==> config.mk <==
export PLATFORM = sky130hd
export DESIGN_NAME = btc_match_mem
export DESIGN_NICKNAME = d
export VERILOG_FILES = /design/src/hdl/btc_match_mem.sv
export SDC_FILE = /design/constraint.sdc
export NUM_CORES = 2
export LEC_CHECK = 0
export ABC_CLOCK_PERIOD_IN_PS = 5200
export BUFFER_PORTS_ARGS = -buffer_cell sky130_fd_sc_hd__buf_2
export CAP_MARGIN = 20
export CORE_MARGIN = 5
export CORE_UTILIZATION = 65
export DETAILED_ROUTE_END_ITERATION = 12
export PLACE_DENSITY_LB_ADDON = 0.15
export SYNTH_ARGS = -nofsm -noshare
export SYNTH_HDL_FRONTEND = slang
export SYNTH_SLANG_ARGS = --single-unit
==> constraint.sdc <==
create_clock -name clk -period 5.2 [get_ports clk]
set_input_delay 0.26 -clock clk [delete_from_list [all_inputs] [get_ports clk]]
set_output_delay 0.26 -clock clk [all_outputs]
set_load 0.05 [all_outputs]
==> src/hdl/btc_match_mem.sv <==
// Match table: 256 entries of {present, position}, valid bits cleared at reset.
`default_nettype none
module btc_match_mem (
  input  wire logic       clk,
  input  wire logic       rst,
  input  wire logic       we,
  input  wire logic [7:0] waddr,
  input  wire logic [9:0] wdata,
  input  wire logic       re,
  input  wire logic [7:0] raddr,
  output logic            rd_valid,
  output logic [9:0]      rd_data
);
  logic [9:0]   mem [256];
  logic [255:0] valid;

  always_ff @(posedge clk) begin
    if (rst) begin
      valid <= '0;
    end else if (we) begin
      valid[waddr] <= 1'b1;
    end
  end

  always_ff @(posedge clk) begin
    if (we) begin
      mem[waddr] <= wdata;
    end
  end

  always_ff @(posedge clk) begin
    if (re) begin
      rd_valid <= valid[raddr];
      rd_data  <= mem[raddr];
    end
  end
endmodule
`default_nettype wire

==> impl_metrics.json <==
{
  "status": "completed",
  "fin_nets": 5806,
  "irDropWorstVdd_uv": 413,
  "cap_violations": 0,
  "criticalPathCategory": "in -> reg",
  "rsz0062_at_grt": "no",
  "synthSimpleGateAreaFrac_pct": 3.67,
  "setup_ws_ns": 1.72,
  "p_per_area_mw_per_mm2": 386,
  "port_buffers": 40,
  "post_drt_wl_per_cell_um": 33.4,
  "synth-xor-area-share_pct": 0,
  "grt-ovfl-total": 0,
  "cp_data_required_time_ns": 5.72,
  "arrival_ns": 4.00,
  "synth_fa_ha_area_share_pct": 0,
  "globalRouteTotalUtil_pct": 31.7,
  "fin_worst_skew_ns": 0.0513,
  "ios": 41,
  "clockBufferDepth": 4,
  "drcViolationCount": 0,
  "finalWeightedCongestion": 0.874,
  "netlist_instances": 5417,
  "yosysMostFrequentCell": "edfxtp_1",
  "finish.instance_area_mm2": 0.122,
  "synth_warnings": 0,
  "drt_iter0_drc": 8286,
  "wl_mm": 274,
  "syn_area_per_cell_um2": 20.1,
  "cp.buffers_inverters": 3,
  "clkLatencyLatePin_ns": 0.94,
  "cpPeakStageDelay_ns": 0.97,
  "netlist_top_cells_area": "edfxtp_1 (71%), mux4_2 (14%), dfxtp_1 (4.7%)",
  "synth_top_area_share_pct": 70.9,
  "fin_crit_ns": 3.48,
  "grt_pass1_wl_mm": 396,
  "finalSetupTns_ns": 0,
  "cp-end-kind": "flop",
  "start_util_pct": 65.3,
  "synth_seq_cells": 2827,
  "critPathMaxFanout": 11,
  "power_mw": 47.1,
  "synth-edff-count": 2571,
  "slew_viol_final": 0,
  "syn_nets": 5447,
  "async_flop_share_pct": 0,
  "place_ws_ns": 1.08,
  "synth.top_cells.by_count": "edfxtp_1 (2571), nor2_1 (726), mux4_2 (666)",
  "postCtsSetupBuffers": 0,
  "fmax_mhz": 287,
  "finalSetupViolCount": 0,
  "synth_top_area_cell": "edfxtp_1",
  "synthMuxAreaShare_pct": 15.8,
  "hold_class": "in -> reg",
  "synth_top_family_by_area": "multiplexers",
  "crit_family": "simple AND/OR/NAND/NOR gates",
  "routed_via_density": 6.89,
  "grt_pass1_vias": 56000,
  "crit_slowest_cell": "nand3_1",
  "die_height_um": 419,
  "placed_area_mm2": 0.113,
  "antenna_found_initial": 14,
  "synth_seq_area_share_pct": 75.6,
  "dr.pass1.iters": 6,
  "fp.dieArea_mm2": 0.176,
  "cts_buffers": 291,
  "synth-compound-area-share_pct": 2.97,
  "grt_max_degree": 172,
  "synth_area_mm2": 0.109,
  "slew_headroom_pct": 19.4,
  "startpoint_type": "input port",
  "whs_ns": 0.00499,
  "hold_violations": 0,
  "fp.dieW_um": 419,
  "drive_above_1_share_pct": 25.2,
  "h-tree-depth": 5,
  "worstMarginPinSlew_ns": 1.20,
  "worstPathCellList": "dlygate4sd3_1 > buf_2 > nor2b_1 > nand3_1 > buf_4 > nor2_1",
  "place_hpwl_mm": 163,
  "vias": 56500,
  "cts-root-buf": "clkbuf_16",
  "cts_sinks": 2827,
  "tritoncts": "built",
  "placementRows": 150,
  "core_area_mm2": 0.167,
  "synthFlopType": "edfxtp_1",
  "clk_pin_slew_ns": 0.06,
  "area_growth_pct": 12.1,
  "ys_types": 60,
  "fin_crit_sh_pct": 66.9,
  "antenna_left": 0,
  "p_leak_nw": 39.2
}
[flip-flops by register name, summed over array words and instances, names as in the netlist]
signal	count
mem	2560
valid	256
rd_data	10
rd_valid	1
[final timing paths]
kind                  to       start  cells after the start  slack (ns)
min            mem[2][6]    wdata[6]                      1       0.005
max          mem[114][9]    waddr[1]                      6        1.72
min reg2reg   valid[115]  valid[115]                      2        0.46
max reg2reg   rd_data[0]   mem[7][0]                      6        2.09
[routing by layer]
| metal | vias to the layer above | GRT usage (%) | part of all wire (%) |
|---|---|---|---|
| met1 | 29300 | 45.2 | 36 |
| met3 | 580 | 8.02 | 12 |
| met5 | - | 0 | 0.0080 |
| met4 | 4 | 11.7 | 4.2 |
| li1 | 22800 | - | - |
| met2 | 3733 | 48.6 | 48 |
[kinds of logic after synthesis]
family,count (synthesis)
AO/OA/AOI/OAI,425
buffers and inverters,328
flip-flops,2827
multiplexers,873
AND/OR/NAND/NOR,964
[placed cells by master, fill, tap and decap left out, drive strengths merged, types with 20 or more instances in the layout]
cell | Yosys | routed
nor2 | 726 | 726
clkbuf | 141 | 389
clkinv | 0 | 95
buf | 182 | 371
o21ai | 21 | 21
nand3 | 24 | 24
nand2 | 80 | 80
a211oi | 59 | 59
a21oi | 55 | 55
edfxtp | 2571 | 2571
o22ai | 43 | 43
nor4 | 28 | 28
mux2i | 185 | 185
nor2b | 32 | 32
a221oi | 20 | 20
o21ba | 29 | 29
a22o | 26 | 26
a22oi | 66 | 66
o221ai | 55 | 55
dfxtp | 256 | 256
mux4 | 677 | 677
[through the flow]
| stage | std cells | util (%) |
|---|---|---|
| 6_report | 8197 | 73.2 |
| 3_3_place_gp | 7595 | 67.3 |
| 2_1_floorplan | 5417 | - |
| 5_1_grt | 8191 | 73.2 |
| 4_1_cts | 8143 | 72.9 |
| 3_5_place_dp | 7629 | 67.5 |
[area by class of cell]
type                    count  area [µm²]
diodes                      8        20.0
clock buffers             382        7980
clock inverters           120        1040
fillers                  9330       44800
inverters                   4        15.0
multi-input cells        2262       24600
flip-flops and latches   2827       82300
well taps                2204        2760
repair buffers            390        3400
[power by group]
| group | total [mW] | switching [mW] | leakage [nW] | internal (mW) |
|---|---|---|---|---|
| registers | 24.9 | 0.0345 | 25.2 | 24.8 |
| clock network | 20.0 | 8.29 | 4.43 | 11.7 |
| logic | 2.26 | 1.49 | 9.62 | 0.772 |
[what timing repair did]
| action | in CTS | in global routing |
|---|---|---|
| endpoints found under the hold margin | 554 | 0 |
| hold buffers | 12 | 0 |
| resized for setup | 0 | 0 |
(Power assumes the default switching activity.)
