$ cat src/hdl/btc_to_mem.sv
// TO table: replacement bytes, one write and one registered read port.
`default_nettype none
module btc_to_mem #(
  parameter int PATTERN_SIZE = 512,
  localparam int AW = (PATTERN_SIZE > 2) ? $clog2(PATTERN_SIZE) : 1
) (
  input  wire logic          clk,
  input  wire logic          we,
  input  wire logic [AW-1:0] waddr,
  input  wire logic [7:0]    wdata,
  input  wire logic          re,
  input  wire logic [AW-1:0] raddr,
  output logic [7:0]         rd_data
);
  logic [7:0] mem [PATTERN_SIZE];

  always_ff @(posedge clk) begin
    if (we) begin
      mem[waddr] <= wdata;
    end
  end

  always_ff @(posedge clk) begin
    if (re) begin
      rd_data <= mem[raddr];
    end
  end
endmodule
`default_nettype wire

$ cat config.mk
export PLATFORM = sky130hd
export DESIGN_NAME = btc_to_mem
export DESIGN_NICKNAME = d
export VERILOG_FILES = /design/src/hdl/btc_to_mem.sv
export SDC_FILE = /design/constraint.sdc
export NUM_CORES = 2
export LEC_CHECK = 0
export ABC_AREA = 1
export ABC_CLOCK_PERIOD_IN_PS = 4150
export BUFFER_PORTS_ARGS = -buffer_cell sky130_fd_sc_hd__buf_4
export CAP_MARGIN = 20
export CELL_PAD_IN_SITES_DETAIL_PLACEMENT = 1
export CELL_PAD_IN_SITES_GLOBAL_PLACEMENT = 2
export CORE_MARGIN = 2
export CORE_UTILIZATION = 48
export CTS_CLUSTER_SIZE = 14
export DETAILED_ROUTE_END_ITERATION = 10
export PLACE_DENSITY_LB_ADDON = 0.15
export SLEW_MARGIN = 20
export SYNTH_ARGS = -nofsm -noshare
export SYNTH_HDL_FRONTEND = slang
export SYNTH_SLANG_ARGS = --single-unit
export TNS_END_PERCENT = 20
$ cat constraint.sdc
create_clock -name clk -period 4.15 [get_ports clk]
set_input_delay 0.415 -clock clk [delete_from_list [all_inputs] [get_ports clk]]
set_output_delay 0.415 -clock clk [all_outputs]
set_load 0.03 [all_outputs]
==> metrics.yaml <==
yosys:
  netlist_instances: 13900
  yosysWarnings: 0
  synth-seq-cells: 4104
  synth-simple-area-share_pct: 22.8
  synth_top_family_by_area: "simple AND/OR/NAND/NOR gates"
  synth-compound-area-share_pct: 0
  synth_nets: 13900
  ys_types: 15
  syn_area_per_cell_um2: 12.0
  synthMuxAreaShare_pct: 0
  synthXorXnorAreaFrac_pct: 0
  synthAdderAreaFrac_pct: 0
  syn_area_um2: 167000
  yosysSeqAreaShare_pct: 73.9
cts:
  ctsResizeCount: 0
  cts-root-buf: "clkbuf_16"
  insertion_delay_ns: 0.99
  cts_tree: "done"
  htree_levels: 5
  cts_max_path_buffers: 4
  numCtsBuffers: 432
  clk_pin_slew_ns: 0.06
  cts.sinks: 4104
global_route:
  grt_use_total_pct: 30.2
  grt_pass1_vias: 117000
  grt_overflow: 0
  grt_start_max_net_pins: 149
  grt_pass1_wl_mm: 790
  grt_antenna_before_repair: 37
floorplan:
  die-area_um2: 352000
  start_util_pct: 48.2
  rows: 216
  die_h_um: 594
  core_um2: 346000
  io-pin-count: 37
  die_x_um: 594
drt:
  drc: 0
  routed_wirelength_mm: 539
  vias: 113000
  drtPass1Iterations: 7
  wire_per_inst_um: 28.5
  antenna_left: 0
  drtIter0Drc: 11700
  vias_per_cell: 5.99
sta:
  clock.fmax_mhz: 317
  finalSetupViolations: 0
  fin_crit_sh_pct: 75.9
  drv_slew: 0
  hold_violations: 0
  final.setup.tns_ns: 0
  relSlewSlack_pct: 25.0
  max_slew.worst_pin.slew_ns: 1.12
  rsz0062_at_grt: "no"
  layout_min_cycle_time_ns: 3.15
  fin_worst_skew_ns: 0.0373
worst_setup_path:
  path_class: "primary input to flop"
  crit_fanout: 75
  cp-startpoint: "raddr[1]"
  crit_path_start_kind: "primary input"
  cp.arrival_ns: 3.87
  crit_path_end_kind: "flop"
  reg2regPathDepth: 10
  endpoint: "rd_data[3]"
  worstPathRequired_ns: 4.87
  reg2reg_from: "mem[473][3]"
  r2r_setup_slack_ns: 1.26
  worstReg2RegEnd: "rd_data[3]"
finish:
  syn2layout_area_growth_pct: 12.3
  num-nets-final: 14000
  layout.filler_cells: 34900
  drive_above_1_share_pct: 8.41
placed_design:
  portBuffers: 36
  gp_congestion: 0.850
  hpwl_mm: 319
pwr:
  ir_worst_vdd_mv: 0.434
  power_frac_seq_pct: 51.0
  clkPwrFrac_pct: 42.7
  p_total_mw: 89.6
  internal_power_mw: 69.0
  power.leakage_nw: 65.3
  power_frac_comb_pct: 6.3
  power.switching_mw: 20.7
  swShare_pct: 23.1
  power.density_nw_per_um2: 478
run_status:
  status: "finished clean"
worst_hold_path:
  min_path_type: "primary input to flop"
run:
  cap_violations: 0
worst min-delay path by stage:
stage              from     endpoint  slack [ns]  cells after the start
2_1_floorplan  wdata[0]    mem[0][0]        0.51                      0
3_3_place_gp   wdata[2]  mem[345][2]        0.83                      1
3_5_place_dp   wdata[2]  mem[344][2]        0.84                      1
4_1_cts        wdata[0]  mem[349][0]       0.005                      1
5_1_grt        wdata[0]  mem[344][0]        0.04                      1
6_report       wdata[0]  mem[345][0]        0.02                      1
synth_stat cells:
cell type,count,area [um2]
buf_1,82,308
buf_12,1,20.0
buf_2,517,2590
buf_4,123,923
buf_6,72,811
buf_8,4,60.1
clkbuf_1,184,691
edfxtp_1,4104,123000
inv_1,34,128
inv_2,3,11.3
inv_4,2,12.5
nand2_1,4160,15600
nand3_1,4080,20400
nor2_1,514,1930
nor3_1,11,55.1
worst max-delay path: stages:
cell	delay (ns)
buf_8	0.19
inv_16	0.41
buf_12	0.32
nand3_1	0.14
nand3_1	0.16
nand3_1	0.13
nand3_1	0.25
nand3_1	0.35
nand3_1	0.22
nand3_1	0.54
nand3_1	0.35
nand2_1	0.09
cell usage in the layout, fill, tap and decap left out, types with 15 or more instances in the layout:
cell type,instances
nand2_1,4145
edfxtp_1,4104
nand3_1,4080
nor2_1,512
clkbuf_16,442
buf_4,427
buf_12,139
clkinv_1,122
clkinv_2,88
clkbuf_1,76
bufinv_16,42
inv_1,32
nand2_4,15
cell families after synthesis:
family | after synthesis
simple gates | 8765
flops | 4104
buf+inv | 1022
power by group through the flow:
stage / Sequential [mW] / Combinational [mW] / Clock [mW]
floorplan: 46.6 / 2.82 / 0
global placement: 46.6 / 5.50 / 0
detailed placement: 46.6 / 5.62 / 0
CTS: 45.7 / 5.66 / 38.7
global route: 45.7 / 6.06 / 40.1
finish: 45.7 / 5.68 / 38.3
cell type report:
cell class	instances	area (um2)	area share (%)
diodes	14	35.0	0.0187
clock buffers	518	11300	6.05
clock inverters	279	2430	1.30
inverters	39	203	0.108
multi-input cells	8765	38100	20.4
flip-flops and latches	4104	123000	65.8
well taps	4578	5730	3.06
repair buffers	587	6270	3.35
routing by layer:
metal	part of all wire (%)	routed length, um	up-vias	track usage (%)
met5	0.028	153	-	0
met4	4.4	23700	20	12.0
met3	6.9	37100	962	3.85
met2	47	254000	3998	48.7
met1	42	224000	58500	41.8
li1	-	-	49600	-
flip-flops by register name, summed over array words and instances, names as in the netlist:
register	count
mem	4096
rd_data	8
what timing repair did:
action | CTS | global route
setup buffers | 0 | 0
hold buffers | 8 | 0
endpoints found under the hold margin | 258 | 0
stage by stage:
| stage | instance area, um2 | setup WS (ns) | hold WS, ns | util, % | cells |
|---|---|---|---|---|---|
| finish | 187000 | 0.999 | 0.0151 | 54.2 | 18900 |
| detailed placement | 173000 | 0.236 | 0.845 | 50.2 | 18100 |
| global route | 187000 | 1.06 | 0.0357 | 54.2 | 18900 |
| floorplan | 167000 | 2.14 | 0.514 | - | 13900 |
| global placement | 173000 | 0.250 | 0.832 | 50.2 | 18100 |
| CTS | 187000 | 1.26 | 0.00461 | 54.2 | 18900 |
No activity file was read; power rests on OpenSTA's default activity.
