<file path="src/hdl/btc_pkg.sv">
// Shared types and constants of the byte transliterator.
`default_nettype none
package btc_pkg;

  // Item opcodes
  localparam logic [1:0] OP_DATA  = 2'd0;
  localparam logic [1:0] OP_MATCH = 2'd1;
  localparam logic [1:0] OP_TO    = 2'd2;

  // Configuration register indexes
  localparam int CFG_IDX_W  = 3;
  localparam int CFG_DATA_W = 16;
  localparam logic [CFG_IDX_W-1:0] CFG_INVERT_SET  = 3'd0;
  localparam logic [CFG_IDX_W-1:0] CFG_LAST_TO     = 3'd1;
  localparam logic [CFG_IDX_W-1:0] CFG_COLLAPSE    = 3'd2;
  localparam logic [CFG_IDX_W-1:0] CFG_START_COL   = 3'd3;
  localparam logic [CFG_IDX_W-1:0] CFG_END_COL     = 3'd4;

  localparam logic [15:0] END_COLUMN_RESET = 16'd9999;
  localparam logic [15:0] COLUMN_TOP       = 16'hFFFF;
  localparam logic [7:0]  CHAR_TAB         = 8'd9;
  localparam logic [7:0]  CHAR_NEWLINE     = 8'd10;

  localparam int IN_TDATA_W  = 32;
  localparam int OUT_TDATA_W = 8;

  typedef struct packed {
    logic              invert_set;
    logic signed [9:0] last_to_index;
    logic              collapse_enable;
    logic [15:0]       start_column;
    logic [15:0]       end_column;
  } btc_cfg_t;

  typedef struct packed {
    logic       emit;
    logic       use_to;
    logic       to_zero;
    logic [7:0] copy_byte;
  } btc_result_t;

endpackage
`default_nettype wire

</file>
<file path="src/hdl/btc_xlate.sv">
// Per-byte decision: match index, column tracking, window and collapse-run state.
`default_nettype none
module btc_xlate #(
  parameter int PATTERN_SIZE = 512,
  parameter int TAB_STEP     = 8,
  localparam int AW = (PATTERN_SIZE > 2) ? $clog2(PATTERN_SIZE) : 1
) (
  input  wire logic                 clk,
  input  wire logic                 rst,
  input  wire logic                 consume,
  input  wire btc_pkg::btc_cfg_t    cfg,
  input  wire logic [1:0]           opcode,
  input  wire logic [7:0]           byte_value,
  input  wire logic                 ent_valid,
  input  wire logic [9:0]           ent_data,
  output btc_pkg::btc_result_t      result,
  output logic [AW-1:0]             to_rd_addr
);
  import btc_pkg::*;

  localparam int PW = (TAB_STEP > 2) ? $clog2(TAB_STEP) : 1;
  localparam logic [PW-1:0] PHASE_LAST = PW'(TAB_STEP - 1);
  localparam logic [PW-1:0] PHASE_TOP  = PW'(65535 % TAB_STEP);

  // column and column mod TAB_STEP are tracked together
  logic [15:0]   column;
  logic [15:0]   column_next;
  logic [PW-1:0] phase;
  logic [PW-1:0] phase_next;
  logic          in_run;
  logic          in_run_next;

  logic              present;
  logic signed [10:0] last_ext;
  logic signed [10:0] idx;
  logic signed [10:0] to_idx;
  logic              last_ok;
  logic              hit;
  logic              is_tab;
  logic              is_nl;
  logic [16:0]       col_sum;
  logic              col_sat;
  logic [15:0]       col_adv;
  logic [PW-1:0]     phase_adv;
  logic [15:0]       col_cur;
  logic              outside;
  logic              nl_clear;

  always_comb begin
    present  = ent_valid & ent_data[9];
    last_ext = {cfg.last_to_index[9], cfg.last_to_index};
    last_ok  = ~cfg.last_to_index[9];
    if (!cfg.invert_set) begin
      idx = present ? signed'({2'b00, ent_data[8:0]}) : -11'sd1;
    end else begin
      idx = present ? -11'sd1 : last_ext + 11'sd1;
    end
    hit = last_ok && (idx >= last_ext);

    is_tab = (byte_value == CHAR_TAB);
    is_nl  = (byte_value == CHAR_NEWLINE);
    if (is_tab) begin
      col_sum = {1'b0, column} + 17'(TAB_STEP) - 17'(phase);
    end else begin
      col_sum = {1'b0, column} + 17'd1;
    end
    col_sat = col_sum[16];
    col_adv = col_sat ? COLUMN_TOP : col_sum[15:0];
    if (col_sat) begin
      phase_adv = PHASE_TOP;
    end else if (is_tab || phase == PHASE_LAST) begin
      phase_adv = '0;
    end else begin
      phase_adv = phase + PW'(1);
    end
    col_cur = col_adv - 16'd1;
    outside = (col_cur < cfg.start_column) ||
              ((cfg.end_column != 16'd0) && (col_cur > cfg.end_column));

    result.emit      = 1'b0;
    result.use_to    = 1'b0;
    result.copy_byte = byte_value;
    to_idx           = idx;
    in_run_next      = in_run;
    nl_clear         = 1'b0;

    if (in_run && hit) begin
      // swallowed inside a run
    end else if (!in_run && outside) begin
      result.emit = 1'b1;
      nl_clear    = is_nl;
    end else if (!in_run && cfg.collapse_enable && hit) begin
      result.emit   = 1'b1;
      result.use_to = 1'b1;
      to_idx        = last_ext;
      in_run_next   = 1'b1;
    end else begin
      in_run_next = 1'b0;
      nl_clear    = is_nl;
      if (!idx[10]) begin
        result.emit   = last_ok;
        result.use_to = 1'b1;
      end else begin
        result.emit = 1'b1;
      end
    end

    if (opcode != OP_DATA) begin
      result.emit = 1'b0;
    end

    result.to_zero = to_idx[10] ||
                     ({3'b000, to_idx[9:0]} >= 13'(PATTERN_SIZE));
    to_rd_addr     = AW'(to_idx[9:0]);

    column_next = nl_clear ? 16'd0 : col_adv;
    phase_next  = nl_clear ? '0 : phase_adv;
  end

  always_ff @(posedge clk) begin
    if (rst) begin
      column <= '0;
      phase  <= '0;
      in_run <= 1'b0;
    end else if (consume && opcode == OP_DATA) begin
      column <= column_next;
      phase  <= phase_next;
      in_run <= in_run_next;
    end
  end
endmodule
`default_nettype wire

</file>
<file path="config.mk">
export PLATFORM = sky130hd
export DESIGN_NAME = btc_xlate
export DESIGN_NICKNAME = d
export VERILOG_FILES = /design/src/hdl/btc_pkg.sv /design/src/hdl/btc_xlate.sv
export SDC_FILE = /design/constraint.sdc
export NUM_CORES = 1
export LEC_CHECK = 0
export ABC_AREA = 1
export ABC_CLOCK_PERIOD_IN_PS = 14050
export BUFFER_PORTS_ARGS = -buffer_cell sky130_fd_sc_hd__buf_2
export CAP_MARGIN = 15
export CORE_UTILIZATION = 55
export CTS_CLUSTER_DIAMETER = 80
export CTS_CLUSTER_SIZE = 40
export DETAILED_ROUTE_END_ITERATION = 12
export PLACE_DENSITY_LB_ADDON = 0.3
export SLEW_MARGIN = 20
export SYNTH_ARGS = -nofsm -noshare
export SYNTH_HDL_FRONTEND = slang
export SYNTH_SLANG_ARGS = --single-unit
</file>
<file path="constraint.sdc">
create_clock -name clk -period 14.05 [get_ports clk]
set_clock_uncertainty 0.15 [all_clocks]
set_input_delay 2.1075 -clock clk [delete_from_list [all_inputs] [get_ports clk]]
set_output_delay 2.1075 -clock clk [all_outputs]
set_load 0.03 [all_outputs]
</file>
==> out/metrics.csv <==
metric,value,unit
slew_headroom,0.3517,
stdcell_count,868,
ys_ff_latch,20,
track_usage,0.2505,
crit_type,in2out,
synth_top_area_frac,0.2222,
vias,4614,
antenna_found_initial,0,
cts_buffer_depth,2,
die_w,90.80,microns
die_h,90.80,microns
hold_violations,0,
worst_pin_slew,0.9653,ns
h-tree-depth,1,
yosys.area.top_type,ha_1,
drc,0,
layout_common_cells,"nand2_1 (158), inv_1 (111), buf_2 (87)",
cp_max_fo,20,
wirelength,10.32,mm
fmax,109.4,MHz
syn_nets,843,
cap_violations,0,
setup_viol,0,
root_buffer,clkbuf_8,
yosysWarnings,0,
dieArea,0.008244,sq mm
grt_pass1_wl,17.59,mm
cts_tree,yes,
initial_core_util,0.5641,
cts.hold.buffers_added,0,
drive_gt1_frac,0.1762,
routed_via_density,5.316,
min_period,9.137,ns
ir_drop,0.02405,mV
mostFrequentLayoutCell,nand2_1,
yosys-top-cells-area,"ha_1 (22%), nand2_1 (14%), inv_1 (9.6%)",
diodes,0,
drt-initial-drc-count,263,
ys_types,49,
cts_setup_buffers,0,
ys_seq_area_frac,0.09233,
grt_remaining_overflow,0,
hpwlAfterDp,8.643,mm
cts_resized,0,
num_io_pins,88,
power,0.0001842,W
numCtsBuffers,3,
firstDrtPassIters,5,
core_area,0.007687,sq mm
clk_latency,0.26,ns
hold_path.class,reg2reg,
slew_violations,0,
power_density,38.26,mW/mm^2
area_growth,11.05,%
crit_path_end_kind,primary output,
rows,32,
worst_ep_arrival_time,6.88,ns
post-route-period-util,0.6503,
gp_congestion,0.8911,
syn_avg_cell_area,6.222,sq um
crit_path_start_kind,primary input,
port_buffers,87,
post-route-util,0.6265,
wl_per_cell,11.88,microns
synth_area,0.004337,sq mm
nets,913,
grt_max_degree,40,
cts_num_sinks,20,
synthCells,697,
dp_cells,864,
grt_pass1_vias,4114,
status,"complete, no violations",
clkTransAtPathRegs,0.08,ns
leakagePower,2.595,nW
cp.required,11.79,ns
fin_tns_setup,0,ns
grt_setup_unrepaired,no,
route.antenna.remaining_nets,0,
## metrics by stage
step	hold WS [ns]	cell area, sq um	setup WS (ns)
floorplan	0.3121	4337	6.046
global placement	0.3323	4761	5.103
detailed placement	0.3370	4761	4.943
CTS	0.3495	4816	4.935
global route	0.3756	4816	4.460
finish	0.3507	4816	4.913
## flip-flops by register name (all words and copies together), names as in the netlist
| signal | count |
|---|---|
| column | 16 |
| phase | 3 |
| in_run | 1 |
## metal layers
| metal | track usage | wire length [microns] |
|---|---|---|
| met2 | 0.4369 | 4877 |
| met4 | 0.05688 | 78 |
| met5 | 0 | 0 |
| met3 | 0.005892 | 466 |
| met1 | 0.3425 | 4892 |
## worst paths after layout
kind                            cells past startpoint  slack [ns]                     end              startpoint
worst min register to register                      2        0.35  column[0]$_SDFFE_PP0P_  column[0]$_SDFFE_PP0P_
worst max-delay path                               26        4.91           to_rd_addr[5]           byte_value[7]
worst min-delay path                                2        0.35  column[0]$_SDFFE_PP0P_  column[0]$_SDFFE_PP0P_
worst max register to register                     30        8.71  column[4]$_SDFFE_PP0P_   phase[1]$_SDFFE_PP0P_
## power breakdown
group | leakage [nW] | total [W] | internal (W) | switching, W
logic | 2.41 | 0.0000818 | 0.0000321 | 0.0000496
registers | 0.161 | 0.0000576 | 0.0000571 | 0.000000471
clock network | 0.0288 | 0.0000449 | 0.0000250 | 0.0000200
## synthesized netlist by cell type, drive strengths merged
| cell type | n |
|---|---|
| buf | 13 |
| nor3 | 14 |
| o21a | 1 |
| a41oi | 1 |
| o211ai | 2 |
| a211oi | 5 |
| o22ai | 6 |
| o32ai | 3 |
| nor2 | 79 |
| clkbuf | 10 |
| dfxtp | 20 |
| o31ai | 1 |
| or3 | 1 |
| nand2 | 167 |
| nand3b | 3 |
| fa | 1 |
| a21boi | 3 |
| xor2 | 20 |
| nand3 | 27 |
| o21ai | 38 |
| a21oi | 63 |
| o221a | 1 |
| ha | 77 |
| inv | 114 |
| a31oi | 2 |
| nand4 | 8 |
| xnor2 | 5 |
| clkinv | 1 |
| nor4 | 7 |
| or2 | 4 |
## worst max-delay path: stages
cell	delay [ns]
buf_2	0.10
nor2_1	0.09
nand2_1	0.10
nor4_4	0.73
inv_2	0.35
nand2_1	0.17
nand2_2	0.18
inv_4	0.23
nor2_8	0.06
nand2_1	0.16
nor2_1	0.07
xnor2_1	0.21
ha_1	0.31
a21oi_1	0.18
a21boi_0	0.10
or3_1	0.32
a21oi_1	0.13
o21ai_0	0.10
nand2_1	0.07
o211ai_1	0.08
nand3_1	0.19
nand3b_4	0.14
inv_2	0.28
nand3_1	0.11
o21a_1	0.12
buf_2	0.17
## cell type report
cell class	instances	area (sq um)
clock buffer	4	55.05
fill	714	2872
inverter	115	434.2
multi-input combinational	539	3356
sequential	20	400.4
tap	102	127.6
timing repair buffer	88	442.9
## cell families (layout without fill, tap and decap cells)
logic type,count (synthesis),count (layout),share of synthesized area
AOI/OAI and AO/OA,126,126,0.1685
xor gates and xnor gates,25,25,0.05049
adders and majority gates,78,78,0.2268
buffers and inverters,138,207,0.1339
DFF,20,20,0.09232
and+or+nand+nor,310,310,0.3280
No activity file was read; power rests on OpenSTA's default activity.
